File: config.mk
export PLATFORM = sky130hd
export DESIGN_NAME = dirty_rect_coalescer
export DESIGN_NICKNAME = d
export VERILOG_FILES = /design/src/drc_pkg.sv /design/src/drc_ram.sv /design/src/drc_datapath.sv /design/src/drc_ctrl.sv /design/src/dirty_rect_coalescer.sv
export SDC_FILE = /design/constraint.sdc
export NUM_CORES = 2
export LEC_CHECK = 0
export BUFFER_PORTS_ARGS = -buffer_cell sky130_fd_sc_hd__buf_2
export CAP_MARGIN = 20
export CORE_ASPECT_RATIO = 1.25
export CORE_MARGIN = 10
export CORE_UTILIZATION = 45
export DETAILED_ROUTE_END_ITERATION = 10
export PLACE_DENSITY_LB_ADDON = 0.3
export SYNTH_ARGS = -nofsm -noshare
export SYNTH_HDL_FRONTEND = slang
export SYNTH_SLANG_ARGS = --single-unit
File: constraint.sdc
create_clock -name clk_i -period 23.8 [get_ports clk_i]
set_input_delay 0 -clock clk_i [delete_from_list [all_inputs] [get_ports clk_i]]
set_output_delay 0 -clock clk_i [all_outputs]
set_load 0.01 [all_outputs]
File: src/drc_pkg.sv
// drc_pkg: shared types, constants and command codes for the dirty rectangle coalescer
// no dependencies
package drc_pkg;

  localparam int unsigned MaxRects   = 16;
  localparam int unsigned CoordBits  = 14;
  localparam int unsigned IdxBits    = $clog2(MaxRects);
  localparam int unsigned CntBits    = $clog2(MaxRects + 1);
  localparam int unsigned WasteBits  = 28;
  localparam int unsigned AreaBits   = 2 * CoordBits;
  localparam int unsigned RectBits   = 4 * CoordBits;

  typedef enum logic [1:0] {
    CmdClear = 2'd0,
    CmdAdd   = 2'd1,
    CmdRead  = 2'd2,
    CmdNone  = 2'd3
  } cmd_e;

  typedef logic [CoordBits-1:0] coord_t;

  typedef struct packed {
    coord_t l;
    coord_t t;
    coord_t r;
    coord_t b;
  } box_t;

  typedef struct packed {
    logic [1:0] command;
    coord_t     new_left;
    coord_t     new_top;
    coord_t     new_right;
    coord_t     new_bottom;
  } in_item_t;

  typedef struct packed {
    coord_t rect_left;
    coord_t rect_top;
    coord_t rect_right;
    coord_t rect_bottom;
    logic   entry_valid;
    logic   last_entry;
    coord_t union_left;
    coord_t union_top;
    coord_t union_right;
    coord_t union_bottom;
    logic   overflowed;
  } out_item_t;

  // controller to datapath
  typedef enum logic [2:0] {
    DpIdle    = 3'd0,
    DpLoad    = 3'd1,  // capture new rectangle, reset scan index and union
    DpScan    = 3'd2,  // evaluate entry at scan index
    DpShift   = 3'd3,  // move entry down by one during removal
    DpAppend  = 3'd4,  // write result at tail or merge
    DpUnion   = 3'd5,  // accumulate global union
    DpEmit    = 3'd6,  // fetch entry for output
    DpClear   = 3'd7
  } dp_op_e;

  typedef struct packed {
    dp_op_e op;
    logic   take;  // output register takes the fetched entry
  } dp_cmd_t;

  typedef struct packed {
    logic absorb;     // stored entry at index merges with current
    logic idx_at_end; // index reached entry count
    logic shift_done; // removal shift finished
    logic rd_valid;   // registered read data from memory available
    logic empty;      // entry count is zero
    logic emit_last;  // entry being emitted is the last one
    logic full;       // entry count at capacity
  } dp_sts_t;

  function automatic logic box_empty(box_t a);
    return (a.r <= a.l) || (a.b <= a.t);
  endfunction

  function automatic box_t box_union(box_t a, box_t b);
    box_t u;
    logic ea;
    logic eb;
    ea = box_empty(a);
    eb = box_empty(b);
    u  = '0;
    if (ea && eb) begin
      u = '0;
    end else if (ea) begin
      u = b;
    end else if (eb) begin
      u = a;
    end else begin
      u.l = (a.l < b.l) ? a.l : b.l;
      u.t = (a.t < b.t) ? a.t : b.t;
      u.r = (a.r > b.r) ? a.r : b.r;
      u.b = (a.b > b.b) ? a.b : b.b;
    end
    return u;
  endfunction

  function automatic logic box_overlap(box_t a, box_t b);
    return !box_empty(a) && !box_empty(b) &&
           (a.l < b.r) && (b.l < a.r) && (a.t < b.b) && (b.t < a.b);
  endfunction

endpackage

File: src/drc_ram.sv
// drc_ram: generic single-port-write, single-read ram with registered read
// no dependencies
module drc_ram #(
  parameter int unsigned Width = 8,
  parameter int unsigned Depth = 16
) (
  input  logic                     clk_i,
  input  logic                     we_i,
  input  logic [$clog2(Depth)-1:0] waddr_i,
  input  logic [Width-1:0]         wdata_i,
  input  logic [$clog2(Depth)-1:0] raddr_i,
  output logic [Width-1:0]         rdata_o
);
  logic [Width-1:0] mem_q [Depth];

  always_ff @(posedge clk_i) begin
    if (we_i) begin
      mem_q[waddr_i] <= wdata_i;
    end
    rdata_o <= mem_q[raddr_i];
  end
endmodule

File: src/drc_datapath.sv
// drc_datapath: rectangle store, scan index, merge test and union registers
// depends on drc_pkg and drc_ram
module drc_datapath
  import drc_pkg::*;
(
  input  logic                 clk_i,
  input  logic                 rst_ni,
  input  logic [WasteBits-1:0] waste_limit_i,
  input  in_item_t             in_item_i,
  input  dp_cmd_t              cmd_i,
  output dp_sts_t              sts_o,
  output out_item_t            out_item_o
);
  logic [CntBits-1:0] count_q, count_d;
  logic [CntBits-1:0] idx_q, idx_d;
  logic               ovf_q, ovf_d;
  box_t               cur_q, cur_d;
  box_t               all_q, all_d;
  logic               rdv_q, rdv_d;
  // pipelined merge test: stage 1 registers areas
  logic [AreaBits-1:0] a_cur_q, a_sto_q, a_uni_q;
  logic                ovl_q;
  logic                tst_q, tst_d;

  logic               we;
  logic [IdxBits-1:0] waddr, raddr;
  box_t               wdata, rdata;

  drc_ram #(.Width(RectBits), .Depth(MaxRects)) u_ram (
    .clk_i  (clk_i),
    .we_i   (we),
    .waddr_i(waddr),
    .wdata_i(wdata),
    .raddr_i(raddr),
    .rdata_o(rdata)
  );

  function automatic logic [AreaBits-1:0] area(box_t a);
    coord_t w;
    coord_t h;
    w = a.r - a.l;
    h = a.b - a.t;
    return box_empty(a) ? '0 : AreaBits'(w * h);
  endfunction

  box_t                rd_uni;
  logic [AreaBits+1:0] waste_rhs;
  assign rd_uni = box_union(cur_q, rdata);
  // union minus both areas <= limit, rearranged to avoid sign handling
  assign waste_rhs = (AreaBits+2)'(a_cur_q) + (AreaBits+2)'(a_sto_q)
                   + (AreaBits+2)'(waste_limit_i);

  always_ff @(posedge clk_i) begin
    a_cur_q <= area(cur_q);
    a_sto_q <= area(rdata);
    a_uni_q <= area(rd_uni);
    ovl_q   <= box_overlap(cur_q, rdata);
  end

  logic absorb;
  assign absorb = ovl_q || ((AreaBits+2)'(a_uni_q) <= waste_rhs);

  always_comb begin
    count_d = count_q;
    idx_d   = idx_q;
    ovf_d   = ovf_q;
    cur_d   = cur_q;
    all_d   = all_q;
    rdv_d   = 1'b0;
    tst_d   = 1'b0;
    we      = 1'b0;
    waddr   = idx_q[IdxBits-1:0];
    wdata   = rdata;
    raddr   = idx_q[IdxBits-1:0];
    case (cmd_i.op)
      DpClear: begin
        count_d = '0;
        ovf_d   = 1'b0;
      end
      DpLoad: begin
        cur_d = '{l: in_item_i.new_left, t: in_item_i.new_top,
                  r: in_item_i.new_right, b: in_item_i.new_bottom};
        all_d = '0;
        idx_d = '0;
      end
      DpScan: begin
        // three phases: read issued, data valid, test registered
        if (!rdv_q && !tst_q) begin
          rdv_d = (idx_q != count_q);
        end else if (rdv_q) begin
          tst_d = 1'b1;
        end else if (absorb) begin
          cur_d = box_union(cur_q, rdata);
        end else begin
          idx_d = idx_q + 1'b1;
        end
      end
      DpShift: begin
        // idx points at the removed slot; read idx+1 then write idx
        raddr = IdxBits'(idx_q + 1'b1);
        if (!rdv_q) begin
          if (CntBits'(idx_q + 1'b1) >= count_q) begin
            count_d = count_q - 1'b1;
            idx_d   = '0;
          end else begin
            rdv_d = 1'b1;
          end
        end else begin
          we    = 1'b1;
          wdata = rdata;
          idx_d = idx_q + 1'b1;
        end
      end
      DpAppend: begin
        raddr = IdxBits'(MaxRects - 1);
        if (count_q < CntBits'(MaxRects)) begin
          we      = 1'b1;
          waddr   = count_q[IdxBits-1:0];
          wdata   = cur_q;
          count_d = count_q + 1'b1;
        end else if (!rdv_q) begin
          rdv_d = 1'b1;
        end else begin
          we    = 1'b1;
          waddr = IdxBits'(MaxRects - 1);
          wdata = box_union(rdata, cur_q);
          ovf_d = 1'b1;
        end
      end
      DpUnion: begin
        if (!rdv_q) begin
          rdv_d = (idx_q != count_q);
          // rewind for the emit pass
          if (idx_q == count_q) begin
            idx_d = '0;
          end
        end else begin
          all_d = box_union(all_q, rdata);
          idx_d = idx_q + 1'b1;
        end
      end
      DpEmit: begin
        if (!rdv_q) begin
          rdv_d = 1'b1;
        end else if (cmd_i.take) begin
          idx_d = idx_q + 1'b1;
        end else begin
          // output register busy, keep the fetched entry
          rdv_d = 1'b1;
        end
      end
      DpIdle: begin
        idx_d = '0;
        all_d = (in_item_i.command == CmdRead) ? '0 : all_q;
      end
      default: begin
      end
    endcase
  end

  always_ff @(posedge clk_i or negedge rst_ni) begin
    if (!rst_ni) begin
      count_q <= '0;
      idx_q   <= '0;
      ovf_q   <= 1'b0;
      rdv_q   <= 1'b0;
      tst_q   <= 1'b0;
    end else begin
      count_q <= count_d;
      idx_q   <= idx_d;
      ovf_q   <= ovf_d;
      rdv_q   <= rdv_d;
      tst_q   <= tst_d;
    end
  end

  always_ff @(posedge clk_i) begin
    cur_q <= cur_d;
    all_q <= all_d;
  end

  assign sts_o.absorb     = tst_q && absorb;
  assign sts_o.idx_at_end = (idx_q == count_q) && !rdv_q && !tst_q;
  assign sts_o.shift_done = !rdv_q && (CntBits'(idx_q + 1'b1) >= count_q);
  assign sts_o.rd_valid   = rdv_q;
  assign sts_o.empty      = (count_q == '0);
  assign sts_o.emit_last  = (CntBits'(idx_q + 1'b1) == count_q);
  assign sts_o.full       = (count_q >= CntBits'(MaxRects));

  assign out_item_o.rect_left    = sts_o.empty ? '0 : rdata.l;
  assign out_item_o.rect_top     = sts_o.empty ? '0 : rdata.t;
  assign out_item_o.rect_right   = sts_o.empty ? '0 : rdata.r;
  assign out_item_o.rect_bottom  = sts_o.empty ? '0 : rdata.b;
  assign out_item_o.entry_valid  = !sts_o.empty;
  assign out_item_o.last_entry   = sts_o.empty || sts_o.emit_last;
  assign out_item_o.union_left   = all_q.l;
  assign out_item_o.union_top    = all_q.t;
  assign out_item_o.union_right  = all_q.r;
  assign out_item_o.union_bottom = all_q.b;
  assign out_item_o.overflowed   = ovf_q;
endmodule

File: src/drc_ctrl.sv
// drc_ctrl: sequencer for clear, add (scan, remove, append) and read-out
// depends on drc_pkg
module drc_ctrl
  import drc_pkg::*;
(
  input  logic     clk_i,
  input  logic     rst_ni,
  input  logic     in_valid_i,
  input  in_item_t in_item_i,
  output logic     in_ready_o,
  output logic     out_load_o,
  input  logic     out_free_i,
  input  dp_sts_t  sts_i,
  output dp_cmd_t  cmd_o
);
  localparam logic [2:0] StIdle  = 3'd0;
  localparam logic [2:0] StScan  = 3'd2;
  localparam logic [2:0] StShift = 3'd3;
  localparam logic [2:0] StApp   = 3'd4;
  localparam logic [2:0] StUnion = 3'd5;
  localparam logic [2:0] StEmit  = 3'd6;

  logic [2:0] state_q, state_d;

  assign in_ready_o = (state_q == StIdle);

  always_comb begin
    state_d    = state_q;
    cmd_o.op   = DpIdle;
    cmd_o.take = 1'b0;
    out_load_o = 1'b0;
    case (state_q)
      StIdle: begin
        if (in_valid_i) begin
          case (in_item_i.command)
            CmdClear: cmd_o.op = DpClear;
            CmdAdd: begin
              // rectangle captured on the accepting edge
              cmd_o.op = DpLoad;
              state_d  = StScan;
            end
            CmdRead:  state_d  = StUnion;
            default:  cmd_o.op = DpIdle;
          endcase
        end
      end
      StScan: begin
        cmd_o.op = DpScan;
        if (sts_i.idx_at_end) begin
          state_d = StApp;
        end else if (sts_i.absorb) begin
          state_d = StShift;
        end
      end
      StShift: begin
        cmd_o.op = DpShift;
        if (sts_i.shift_done) begin
          state_d = StScan;
        end
      end
      StApp: begin
        cmd_o.op = DpAppend;
        // full-list tail merge waits for the registered tail read
        if (!sts_i.full || sts_i.rd_valid) begin
          state_d = StIdle;
        end
      end
      StUnion: begin
        cmd_o.op = DpUnion;
        if (sts_i.idx_at_end) begin
          state_d = StEmit;
        end
      end
      StEmit: begin
        if (sts_i.empty) begin
          out_load_o = out_free_i;
          if (out_free_i) begin
            state_d = StIdle;
          end
        end else begin
          cmd_o.op = DpEmit;
          if (sts_i.rd_valid && out_free_i) begin
            cmd_o.take = 1'b1;
            out_load_o = 1'b1;
            if (sts_i.emit_last) begin
              state_d = StIdle;
            end
          end
        end
      end
      default: state_d = StIdle;
    endcase
  end

  always_ff @(posedge clk_i or negedge rst_ni) begin
    if (!rst_ni) begin
      state_q <= StIdle;
    end else begin
      state_q <= state_d;
    end
  end
endmodule

File: src/dirty_rect_coalescer.sv
// dirty_rect_coalescer: top level joining the sequencer, datapath and output register
// depends on drc_pkg, drc_ctrl, drc_datapath
//
// usage
//   - in channel (in_valid_i/in_ready_o) carries one command transaction:
//     clear, add a rectangle, or read out the list; code 3 is dropped
//   - out channel (out_valid_o/out_ready_i) returns one transaction per
//     stored entry on a read, or one empty marker when the list is empty
//   - cfg_we_i writes the merge waste limit; the user writes it only while
//     the block is idle, and the block itself does not enforce this
// sequence
//   - clear empties the list; add scans every stored entry, removes each merged
//     one by shifting entries down and rescans, paced by the single ram read port
//   - read does a union pass over all entries, then emits each entry
// reset
//   - list and overflow flag cleared, waste limit zero
// stalls
//   - a result waits in the output register; the sequencer holds on it
module dirty_rect_coalescer
  import drc_pkg::*;
(
  input  logic                 clk_i,
  input  logic                 rst_ni,
  input  logic                 in_valid_i,
  output logic                 in_ready_o,
  input  in_item_t             in_item_i,
  output logic                 out_valid_o,
  input  logic                 out_ready_i,
  output out_item_t            out_item_o,
  input  logic                 cfg_we_i,
  input  logic [WasteBits-1:0] cfg_wdata_i
);
  logic [WasteBits-1:0] limit_q;
  dp_cmd_t              cmd;
  dp_sts_t              sts;
  out_item_t            dp_out;
  logic                 out_load;
  logic                 out_free;
  logic                 out_valid_q;
  out_item_t            out_item_q;

  // output register frees when empty or being taken this cycle
  assign out_free = !out_valid_q || out_ready_i;

  drc_ctrl u_ctrl (
    .clk_i     (clk_i),
    .rst_ni    (rst_ni),
    .in_valid_i(in_valid_i),
    .in_item_i (in_item_i),
    .in_ready_o(in_ready_o),
    .out_load_o(out_load),
    .out_free_i(out_free),
    .sts_i     (sts),
    .cmd_o     (cmd)
  );

  drc_datapath u_dp (
    .clk_i        (clk_i),
    .rst_ni       (rst_ni),
    .waste_limit_i(limit_q),
    .in_item_i    (in_item_i),
    .cmd_i        (cmd),
    .sts_o        (sts),
    .out_item_o   (dp_out)
  );

  always_ff @(posedge clk_i or negedge rst_ni) begin
    if (!rst_ni) begin
      limit_q     <= '0;
      out_valid_q <= 1'b0;
    end else begin
      if (cfg_we_i) begin
        limit_q <= cfg_wdata_i;
      end
      if (out_load) begin
        out_valid_q <= 1'b1;
      end else if (out_ready_i) begin
        out_valid_q <= 1'b0;
      end
    end
  end

  always_ff @(posedge clk_i) begin
    if (out_load) begin
      out_item_q <= dp_out;
    end
  end

  assign out_valid_o = out_valid_q;
  assign out_item_o  = out_item_q;

`ifndef SYNTHESIS
  // results only appear while the sequencer is busy with a read
  a_no_out_idle: assert property (@(posedge clk_i) disable iff (!rst_ni)
    out_load |-> !in_ready_o)
    else $error("result loaded while idle");
  // the output register never overwrites an untaken result
  a_no_overwrite: assert property (@(posedge clk_i) disable iff (!rst_ni)
    (out_valid_q && !out_ready_i) |-> !out_load)
    else $error("output overwritten");
  // a loaded result is presented in the next cycle
  a_load_shows: assert property (@(posedge clk_i) disable iff (!rst_ni)
    out_load |=> out_valid_o)
    else $error("loaded result not shown");
`endif
endmodule
==> results.toml <==
[setup_path]
cpMaxStageDelayCell = "dfxtp_1"
worstPathMaxFanout = 41
criticalPathCategory = "flip-flop to flip-flop"
r2r_slack_ns = 11.49
critPathArrivalTime_ns = 13.03
slowest_delay_ns = 0.65
end_kind = "flip-flop"
startpoint_type = "flip-flop"
cpMostUsedCell = "fa_1"
r2r-end = "u_dp.a_uni_q[26]"
worstPathRequired_ns = 24.51
r2r-start = "u_dp.u_ram.rdata_o[42]"
reg2reg_depth = 45

[floorplan]
die_w_um = 401
die-area_um2 = 199000
core_um2 = 180000
ios = 208
rows = 174
die_h_um = 496
start_util_pct = 45.3

[place]
portBuffers = 207
place.gp.congestion = 0.998
dp_hpwl_mm = 195

[sta]
finalHoldViolations = 0
finClkSkew_ns = 0.0534
setup_viol = 0
max_freq_mhz = 81.2
timing.final.crit_share_pct = 51.7
fin_crit_ns = 12.31
drv_slew = 0
rsz0062_at_grt = "false"
slew_headroom_pct = 20.4
setup_tns_ns = 0
worst_pin_slew_ns = 1.19

[grt]
overflow = 0
antenna_found_initial = 26
gr-usage-all-layers_pct = 26.5
grt_first_pass_wirelength_mm = 395
grt_pass1_vias = 60600
grt_max_degree = 199

[detailed_routing]
routed_wl_mm = 270
num_vias = 60800
drt_iter0_drc = 6000
vias_per_cell = 5.93
firstDrtPassIters = 5
wl_per_cell_um = 26.3
ant_nets = 0
drc_errors = 0

[synth]
yosys_warnings = 0
synth-async-reset-ratio_pct = 3.44
yosys.area.top_type = "edfxtp_1"
synth_top_area_share_pct = 41.3
syn_area_um2 = 81700
yosys_most_used_dff = "edfxtp_1"
synth_edf_count = 1123
syn_nets = 8637
syn_inst = 7469
synth.avg_cell_area_um2 = 10.9
ys_types = 87
seq_area_frac_synth_pct = 46.1
synth-seq-cells = 1309
synthTopCellsByArea = "edfxtp_1, fa_1, ha_1"

[finish]
syn2layout_area_growth_pct = 12.5
nFillCells = 15800
nets = 8927
layout-drive-gt1-share_pct = 8.81
utilization_pct = 51.0

[cts]
clock_tree.buffer_depth = 3
clk_latency_ns = 0.84
cts_resized = 0
numCtsBuffers = 138
htree_levels = 4
cts_tree = "done"
clkTransAtPathRegs_ns = 0.06
clock_sinks = 1309
cts_root_buffer = "clkbuf_16"

[hold_path]
min_from = "in_item_i[4]"
hold_depth = 3
hp-class = "input pin to flip-flop"
whs_endpoint = "u_dp.cur_q[4]"

[run_status]
status = "finished clean"

[run]
maxCapViolCount = 0
## routing by layer
layer	global-route usage, %	part of all wire (%)	vias to the layer above	wire [um]
met5	0	0.021	-	57
met4	15.7	6.6	8	17800
met3	4.30	7.5	682	20400
met2	43.5	47	2777	126000
met1	33.1	39	30400	106000
li1	-	-	27000	-
## flip-flops by register name, indices dropped and copies added, names as in the netlist
| register | flops |
|---|---|
| out_valid_o | 1 |
| u_dp.u_ram.rdata_o | 56 |
| u_dp.rdv_q | 1 |
| u_dp.out_item_o | 56 |
| u_dp.count_q | 5 |
| u_dp.idx_q | 5 |
| u_dp.ovf_q | 1 |
| u_dp.a_sto_q | 28 |
| u_dp.u_ram.mem_q | 896 |
| u_dp.tst_q | 1 |
| u_dp.ovl_q | 1 |
| u_dp.a_cur_q | 28 |
| u_dp.cur_q | 56 |
| out_item_o | 115 |
| limit_q | 28 |
| u_dp.a_uni_q | 28 |
| u_ctrl.state_q | 3 |
## kinds of logic (layout without fill, tap and decap cells)
logic type	Yosys count	in the layout	share of synthesized area [%]
and+or+nand+nor	2252	2252	12.8
AOI/OAI and AO/OA	1531	1531	12.9
DFF	1309	1309	46.1
adders and majority gates	1077	1077	20.5
buffers and inverters	1050	1455	4.95
xor gates and xnor gates	190	190	2.04
muxes	60	60	0.808
other	0	10	0
## synth_stat cells (all sizes together), types with 110 or more instances
library cell,count
edfxtp,1123
nand2,943
inv,715
ha,645
nor2,465
fa,432
and2,361
a21oi,358
a211oi,317
clkbuf,271
o21ai,193
dfxtp,141
a31oi,131
a21o,129
a311oi,115
xnor2,110
## worst max-delay path by stage
stage,start,end,slack (ns),depth (start not counted)
after floorplan,u_dp.cur_q[14],u_dp.a_uni_q[27],13.60,46
final,u_dp.u_ram.rdata_o[42],u_dp.a_uni_q[26],11.49,45
after CTS,u_dp.cur_q[0],u_dp.a_uni_q[26],11.52,43
after detailed placement,u_dp.cur_q[0],u_dp.a_uni_q[26],11.52,43
after global placement,u_dp.cur_q[0],u_dp.a_uni_q[26],11.59,44
after global routing,u_dp.u_ram.rdata_o[42],u_dp.a_uni_q[26],10.99,45
## worst max-delay path: cells and delay by family (launching register included)
| family | cells | cell delay (ns) |
|---|---|---|
| AO/OA/AOI/OAI | 19 | 4.89 |
| flip-flops | 1 | 0.65 |
| XOR/XNOR | 2 | 0.37 |
| AND/OR/NAND/NOR | 4 | 0.36 |
| buffers and inverters | 8 | 0.98 |
| multiplexers | 1 | 0.36 |
| adder cells (fa/ha/maj) | 11 | 4.56 |
## final cells by class
class                   count  area [um^2]  area share [%]
multi-input cells        5110        40400            43.9
flip-flops and latches   1309        37700            41.0
repair buffers            485         3560            3.88
inverters                 715         2680            2.92
diodes                     10         25.0          0.0272
clock buffers             178         3740            4.06
well taps                2376         2970            3.23
clock inverters            77          930            1.01
## through the flow
step	cell area, um^2	setup WS [ns]	hold slack (ns)	std cells
after floorplan	81700	13.60	-0.296	7469
after global placement	85700	11.59	0.179	9840
after detailed placement	85800	11.52	0.191	9842
after CTS	91900	11.52	0.0381	10200
after global routing	92000	10.99	0.0834	10300
final	92000	11.49	0.0996	10300
## what timing repair did
action,in CTS,in global routing
hold endpoints to repair,155,0
hold buffers,149,0
setup buffers,0,0
setup endpoints to repair,0,0
## cells in the final DEF (no fill, tap or decap), types with 61 or more instances in the layout
cell / n
a211oi_1: 314
a21o_1: 127
a21oi_1: 347
a22o_1: 62
a311oi_1: 115
a31oi_1: 130
and2_1: 324
buf_2: 208
buf_4: 122
clkbuf_16: 141
dfxtp_1: 141
dlygate4sd3_1: 149
edfxtp_1: 1123
fa_1: 432
ha_1: 645
inv_1: 715
nand2_1: 943
nand2b_1: 84
nand3_1: 79
nand4_1: 61
nor2_1: 443
nor2b_1: 74
nor3_1: 70
o21ai_0: 160
xnor2_1: 98
xor2_1: 75
Power is not shown: default switching activity piles up to over one toggle a cycle in this logic, so the estimate is an artifact.
